**src/hw/rtl/kvtcl_pkg.sv**
```systemverilog
// Shared types and codes for the keyed value table with capture log.
// No dependencies; used by the top level and its checker.
package kvtcl_pkg;

	localparam int CFG_W     = 6;
	localparam int CFG_IDX_W = 1;

	typedef enum logic [1:0] {
		FN_LOAD  = 2'd0,
		FN_SET   = 2'd1,
		FN_GET   = 2'd2,
		FN_FLUSH = 2'd3
	} kvtcl_func_t;

	typedef enum logic [1:0] {
		KD_GET   = 2'd0,
		KD_COUNT = 2'd1,
		KD_VALUE = 2'd2
	} kvtcl_kind_t;

	typedef enum logic [CFG_IDX_W-1:0] {
		CFG_ACTIVE_KEYS = 1'd0,
		CFG_LOG_LIMIT   = 1'd1
	} kvtcl_cfg_t;

	typedef enum logic [2:0] {
		ST_IDLE,
		ST_SCAN,
		ST_GET_OUT,
		ST_FL_CNT,
		ST_FL_RD,
		ST_FL_VAL
	} kvtcl_state_t;

endpackage

```
**src/hw/rtl/keyed_value_table_with_capture_log.sv**
```systemverilog
// Keyed value table with capture log: a load item is done as it is taken; a get or set scans
// one slot per cycle through the single key comparator and the key and value memories'
// read port, a set over every active slot and a get until it stops at its first match
// (with no active slot a set scans nothing and a get goes straight to its answer); a flush
// sends the count, then reads and sends each logged value in turn, paced by the log
// memory's registered read port. A stalled result register adds its stall to a get or
// flush. One item is worked on at a time and in_stall is high meanwhile; a finished
// result waits in the output register while the next item is taken.
// Depends on kvtcl_pkg.
module keyed_value_table_with_capture_log
	import kvtcl_pkg::*;
#(
	parameter int MAX_KEYS  = 32,
	parameter int LOG_DEPTH = 32
) (
	input  logic                 clk,
	input  logic                 arst_n,
	input  logic                 in_valid,
	output logic                 in_stall,
	input  logic [1:0]           func,
	input  logic [4:0]           slot,
	input  logic signed [15:0]   key,
	input  logic signed [31:0]   data,
	output logic                 out_valid,
	input  logic                 out_stall,
	output logic [1:0]           kind,
	output logic signed [31:0]   result,
	output logic                 last,
	input  logic                 cfg_valid,
	output logic                 cfg_ready,
	input  logic [CFG_IDX_W-1:0] cfg_index,
	input  logic [CFG_W-1:0]     cfg_data
);

	localparam int CW  = $clog2(MAX_KEYS + 1);
	localparam int AW  = (MAX_KEYS > 1) ? $clog2(MAX_KEYS) : 1;
	localparam int LCW = $clog2(LOG_DEPTH + 1);
	localparam int LAW = (LOG_DEPTH > 1) ? $clog2(LOG_DEPTH) : 1;

	kvtcl_state_t state_q, state_d;

	logic [CFG_W-1:0] active_keys_q, log_limit_q;

	kvtcl_func_t func_q;
	logic [15:0]     key_q;
	logic [31:0]     data_q;
	logic [CW-1:0]   n_q, idx_q;
	logic [LCW-1:0]  lim_q, log_count_q, flush_cnt_q, fidx_q;
	logic [31:0]     found_q, log_rd_q;
	logic [MAX_KEYS-1:0] val_vld_q;

	logic [15:0] key_mem [MAX_KEYS];
	logic [31:0] val_mem [MAX_KEYS];
	logic [31:0] log_mem [LOG_DEPTH];

	logic          scan_v_s1, vld_s1;
	logic [AW-1:0] idx_s1;
	logic [15:0]   key_s1;
	logic [31:0]   val_s1;

	logic        out_valid_q, last_q;
	kvtcl_kind_t kind_q;
	logic [31:0] result_q;

	kvtcl_func_t    in_func;
	logic           accept_in, load_ok, issue, hit, set_hit, log_room, out_free;
	logic           scan_done, fl_last;
	logic [AW-1:0]  load_addr;
	logic [CW-1:0]  acc_n;
	logic [LCW-1:0] acc_lim;

	logic        out_load, log_rd_en, out_last_d;
	kvtcl_kind_t out_kind_d;
	logic [31:0] out_result_d;

	assign in_stall  = (state_q != ST_IDLE);
	assign cfg_ready = 1'b1;
	assign accept_in = in_valid && !in_stall;
	assign in_func   = kvtcl_func_t'(func);
	assign load_ok   = (32'(slot) < MAX_KEYS);
	assign load_addr = AW'(slot);

	// Out-of-range register values are clamped when the item is taken.
	assign acc_n   = (32'(active_keys_q) > MAX_KEYS) ? CW'(MAX_KEYS) : CW'(active_keys_q);
	assign acc_lim = (32'(log_limit_q) > LOG_DEPTH) ? LCW'(LOG_DEPTH) : LCW'(log_limit_q);

	assign issue     = (state_q == ST_SCAN) && (idx_q < n_q);
	assign hit       = scan_v_s1 && (state_q == ST_SCAN) && (key_s1 == key_q);
	assign set_hit   = hit && (func_q == FN_SET);
	assign log_room  = (log_count_q < lim_q);
	assign out_free  = !out_valid_q || !out_stall;
	assign scan_done = (state_q == ST_SCAN) && !issue && !scan_v_s1;
	assign fl_last   = ((fidx_q + LCW'(1)) == flush_cnt_q);

	always_comb begin
		state_d = state_q;
		case (state_q)
			ST_IDLE: begin
				if (accept_in) begin
					case (in_func)
						FN_SET:   state_d = (acc_n == '0) ? ST_IDLE : ST_SCAN;
						FN_GET:   state_d = (acc_n == '0) ? ST_GET_OUT : ST_SCAN;
						FN_FLUSH: state_d = ST_FL_CNT;
						default:  state_d = ST_IDLE;
					endcase
				end
			end
			ST_SCAN: begin
				if (hit && func_q == FN_GET) begin
					state_d = ST_GET_OUT;
				end else if (scan_done) begin
					state_d = (func_q == FN_GET) ? ST_GET_OUT : ST_IDLE;
				end
			end
			ST_GET_OUT: begin
				if (out_free) state_d = ST_IDLE;
			end
			ST_FL_CNT: begin
				if (out_free) state_d = (flush_cnt_q == '0) ? ST_IDLE : ST_FL_RD;
			end
			ST_FL_RD: state_d = ST_FL_VAL;
			ST_FL_VAL: begin
				if (out_free) state_d = fl_last ? ST_IDLE : ST_FL_RD;
			end
			default: state_d = ST_IDLE;
		endcase
	end

	always_comb begin
		out_load     = 1'b0;
		log_rd_en    = 1'b0;
		out_kind_d   = KD_GET;
		out_result_d = found_q;
		out_last_d   = 1'b1;
		case (state_q)
			ST_GET_OUT: begin
				out_load = out_free;
			end
			ST_FL_CNT: begin
				out_load     = out_free;
				out_kind_d   = KD_COUNT;
				out_result_d = 32'(flush_cnt_q);
				out_last_d   = (flush_cnt_q == '0);
			end
			ST_FL_RD: begin
				log_rd_en = 1'b1;
			end
			ST_FL_VAL: begin
				out_load     = out_free;
				out_kind_d   = KD_VALUE;
				out_result_d = log_rd_q;
				out_last_d   = fl_last;
			end
			default: begin
				out_load = 1'b0;
			end
		endcase
	end

	always_ff @(posedge clk or negedge arst_n) begin
		if (!arst_n) begin
			state_q       <= ST_IDLE;
			active_keys_q <= '0;
			log_limit_q   <= CFG_W'(32);
			log_count_q   <= '0;
			val_vld_q     <= '0;
			idx_q         <= '0;
			fidx_q        <= '0;
			scan_v_s1     <= 1'b0;
			out_valid_q   <= 1'b0;
		end else begin
			state_q   <= state_d;
			scan_v_s1 <= issue;
			if (cfg_valid && cfg_ready) begin
				case (kvtcl_cfg_t'(cfg_index))
					CFG_ACTIVE_KEYS: active_keys_q <= cfg_data;
					CFG_LOG_LIMIT:   log_limit_q   <= cfg_data;
					default: ;
				endcase
			end
			if (accept_in) begin
				idx_q  <= '0;
				fidx_q <= '0;
				if (in_func == FN_FLUSH) log_count_q <= '0;
				// A value that is not valid reads as zero, so a load clears it here.
				if (in_func == FN_LOAD && load_ok) val_vld_q[load_addr] <= 1'b0;
			end
			if (issue) idx_q <= idx_q + CW'(1);
			if (set_hit) begin
				val_vld_q[idx_s1] <= 1'b1;
				if (log_room) log_count_q <= log_count_q + LCW'(1);
			end
			if (state_q == ST_FL_VAL && out_free) fidx_q <= fidx_q + LCW'(1);
			if (out_load) begin
				out_valid_q <= 1'b1;
			end else if (!out_stall) begin
				out_valid_q <= 1'b0;
			end
		end
	end

	always_ff @(posedge clk) begin
		if (accept_in) begin
			func_q      <= in_func;
			key_q       <= key;
			data_q      <= data;
			n_q         <= acc_n;
			lim_q       <= acc_lim;
			flush_cnt_q <= log_count_q;
			found_q     <= '1;
		end
		if (hit && func_q == FN_GET) found_q <= vld_s1 ? val_s1 : '0;
		if (out_load) begin
			kind_q   <= out_kind_d;
			result_q <= out_result_d;
			last_q   <= out_last_d;
		end
	end

	always_ff @(posedge clk) begin
		if (accept_in && in_func == FN_LOAD && load_ok) key_mem[load_addr] <= key;
		if (issue) key_s1 <= key_mem[idx_q[AW-1:0]];
	end

	// The write address trails the read address by one slot, so they never collide.
	always_ff @(posedge clk) begin
		if (set_hit) val_mem[idx_s1] <= data_q;
		if (issue) begin
			val_s1 <= val_mem[idx_q[AW-1:0]];
			vld_s1 <= val_vld_q[idx_q[AW-1:0]];
			idx_s1 <= idx_q[AW-1:0];
		end
	end

	always_ff @(posedge clk) begin
		if (set_hit && log_room) log_mem[log_count_q[LAW-1:0]] <= data_q;
		if (log_rd_en) log_rd_q <= log_mem[fidx_q[LAW-1:0]];
	end

	assign out_valid = out_valid_q;
	assign kind      = kind_q;
	assign result    = result_q;
	assign last      = last_q;

endmodule

```
**config.mk**
```make
export PLATFORM = sky130hd
export DESIGN_NAME = keyed_value_table_with_capture_log
export DESIGN_NICKNAME = d
export VERILOG_FILES = /design/src/hw/rtl/kvtcl_pkg.sv /design/src/hw/rtl/keyed_value_table_with_capture_log.sv
export SDC_FILE = /design/constraint.sdc
export NUM_CORES = 2
export LEC_CHECK = 0
export BUFFER_PORTS_ARGS = -buffer_cell sky130_fd_sc_hd__buf_4
export CAP_MARGIN = 20
export CORE_MARGIN = 1.5
export CORE_UTILIZATION = 45
export DETAILED_ROUTE_END_ITERATION = 8
export PLACE_DENSITY = 0.62
export SYNTH_ARGS = -nofsm -noshare
export SYNTH_HDL_FRONTEND = slang
export SYNTH_SLANG_ARGS = --single-unit
```
**constraint.sdc**
```tcl
create_clock -name clk -period 7 [get_ports clk]
set_input_delay 1.4 -clock clk [delete_from_list [all_inputs] [get_ports clk]]
set_output_delay 1.4 -clock clk [all_outputs]
set_load 0.03 [all_outputs]
```
==> flow_summary.toml <==
[status]
outcome = "completed"

[sta]
rsz0062_at_grt = "false"
maxSlewViolCount = 0
period_needed_ps = 4736
setup_viol = 0
fmax_ghz = 0.2111
hold_violations = 0
fin_skew_ps = 96.74
post-route-period-util_pct = 67.66
slew_headroom_pct = 22.25
fin_setup_tns_ps = 0
worstMarginPinSlew_ps = 1157

[worst_hold_path]
min_path_type = "reg -> reg"

[routing]
drt_iter0_drc = 6235
vias = 50503
avgRoutedWirePerCell_um = 31.67
wl_um = 268100
drt_drc_violations_left = 0
viasPerCell = 5.964
drt_pass1_iterations = 6
postRouteAntennaNets = 0

[yosys]
synth_warnings = 0
ys_types = 52
synth-edff-count = 2781
synth.area.top_cells = "edfxtp_1, mux4_2, dfrtp_1"
synth_area_mm2 = 0.1088
syn_avg_cell_area_um2 = 22.80
ys_seq_area_share_pct = 78.30
syn-instance-count = 4773
ys_ff_latch = 2848
synthArstFlopShare_pct = 2.353
synth_ff_type = "edfxtp_1"
syn_nets = 4856
synth_top_area_share_pct = 76.76
synth_area_leader_cell = "edfxtp_1"

[flow_run]
maxCapViolations = 0

[clock_network]
cts.htree.levels = 5
cts_tree = "built"
clk_pin_slew_worst_paths_ps = 60
clock_latency_ps = 960
post_cts_buffers = 0
root_buffer = "clkbuf_16"
post_cts_resized = 0
clockBufferDepth = 4
cts_buffers = 306
holdBufCountCts = 0
cts.sinks = 2848

[power]
peakVddDrop_mv = 0.2358
p_per_area_mw_per_mm2 = 316.1
p_leak_nw = 38.91

[placed_design]
dp_hpwl_um = 159100
numPortBuffers = 103
gp_congestion = 0.8227
dpl.cell_count = 7929

[worst_setup_path]
start_kind = "register"
worstSetupEndpointType = "register"
crit_path_max_fanout = 32
crit_type = "reg -> reg"
arrival_ps = 5250
cp.required_ps = 7520

[grt]
grt_pass1_wl_um = 378500
gr-total-overflow = 0
grt_usage_pct = 21.89
grt_max_degree = 135
grt_pass1_vias = 50170
antenna_found_initial = 14

[floorplan]
row_count = 180
placeableCoreArea_mm2 = 0.2405
fp.dieW_um = 494.7
die_area_mm2 = 0.2447
start_util_pct = 45.23
die_height_um = 494.7
pin_count = 105

[final_layout]
layout_common_cells = "edfxtp_1, mux4_2, clkbuf_16"
stdcell_count = 8468
area_growth_pct = 14.19
final_common_cell = "edfxtp_1"
nets = 5146
drive_above_1_share_pct = 29.66
-- registers in the layout, summed over array words and instances, names as in the netlist, 16 cells and up --
register and count:
val_vld_q 32, key_s1 16, val_s1 32, key_mem 512, result 32, data_q 32, val_mem 1024, found_q 32
log_mem 1024, log_rd_q 32, key_q 16
-- power breakdown --
| group | leakage, nW | switching (W) | internal (W) | total, W |
|---|---|---|---|---|
| registers | 25.6 | 0.000345 | 0.0188 | 0.0192 |
| clock network | 4.65 | 0.00641 | 0.00925 | 0.0157 |
| logic | 8.68 | 0.00254 | 0.00189 | 0.00443 |
-- metrics by stage --
step                setup WS, ps  hold WS [ps]  instance area [um2]  utilization (%)  total power [W]
floorplan                   2031         448.8               108800                -          0.02229
global placement            2263         481.3               113900            47.35          0.02400
detailed placement          2288         487.2               114400            47.57          0.02402
CTS                         2295         455.4               124000            51.55          0.03960
global route                2140         504.1               124200            51.65          0.04038
finish                      2264         469.0               124200            51.65          0.03928
-- metal layers --
layer | global-route usage [%] | up-vias | share of wire (%)
li1 | - | 20778 | -
met1 | 31.37 | 27221 | 41
met3 | 3.526 | 403 | 7.4
met4 | 6.869 | 6 | 3.4
met2 | 34.68 | 2095 | 48
met5 | 0 | - | 0.014
-- Yosys cell counts, drive strengths merged (19+ instances only) --
cell type	n
o21ai	116
o31ai	37
a21boi	32
o221ai	33
a22o	27
nand2	135
nor2	117
clkbuf	141
mux4	714
a21oi	40
nand3	30
mux2	95
o22ai	32
nor2b	19
mux2i	96
buf	114
dfrtp	66
edfxtp	2781
-- worst paths after layout --
check	depth (start not counted)	to	slack (ps)	startpoint
worst max-delay path	6	log_mem[1][27]	2260	key_q[10]
worst min-delay path	2	found_q[15]	470	val_s1[15]
worst max register to register	6	log_mem[1][27]	2260	key_q[10]
worst min register to register	2	found_q[15]	470	val_s1[15]
max in group asynchronous	1	fidx_q[2]	5560	arst_n
min in group asynchronous	1	active_keys_q[1]	620	arst_n
-- final cells by class --
class                      count  area, um2
fill                       18514     116300
inverter                      18      71.32
clock buffer                 378       8087
sequential                  2848      85230
tap                         3185       3985
timing repair buffer         237       2405
multi-input combinational   1652      22960
antenna                        7      17.52
clock inverter               143       1488
-- critical path, cell delays in order, from the launching register on --
cell and delay (ps):
edfxtp_1 390, xor2_1 180, nor4_1 440, nand3_1 580, nor4_4 630, nand3_1 880
nor2_4 1170
-- kinds of logic (layout without fill, tap and decap cells) --
family	after synthesis	in the layout	share of synthesized area (%)
flip-flops	2848	2848	78.30
multiplexers	905	905	16.65
AND/OR/NAND/NOR	369	369	1.559
AO/OA/AOI/OAI	335	335	1.993
buffers and inverters	273	776	1.107
XOR/XNOR	26	26	0.2093
adder cells (fa/ha/maj)	16	16	0.1840
other	1	8	0.003447
Note: power is estimated with default switching activity, not from simulation.
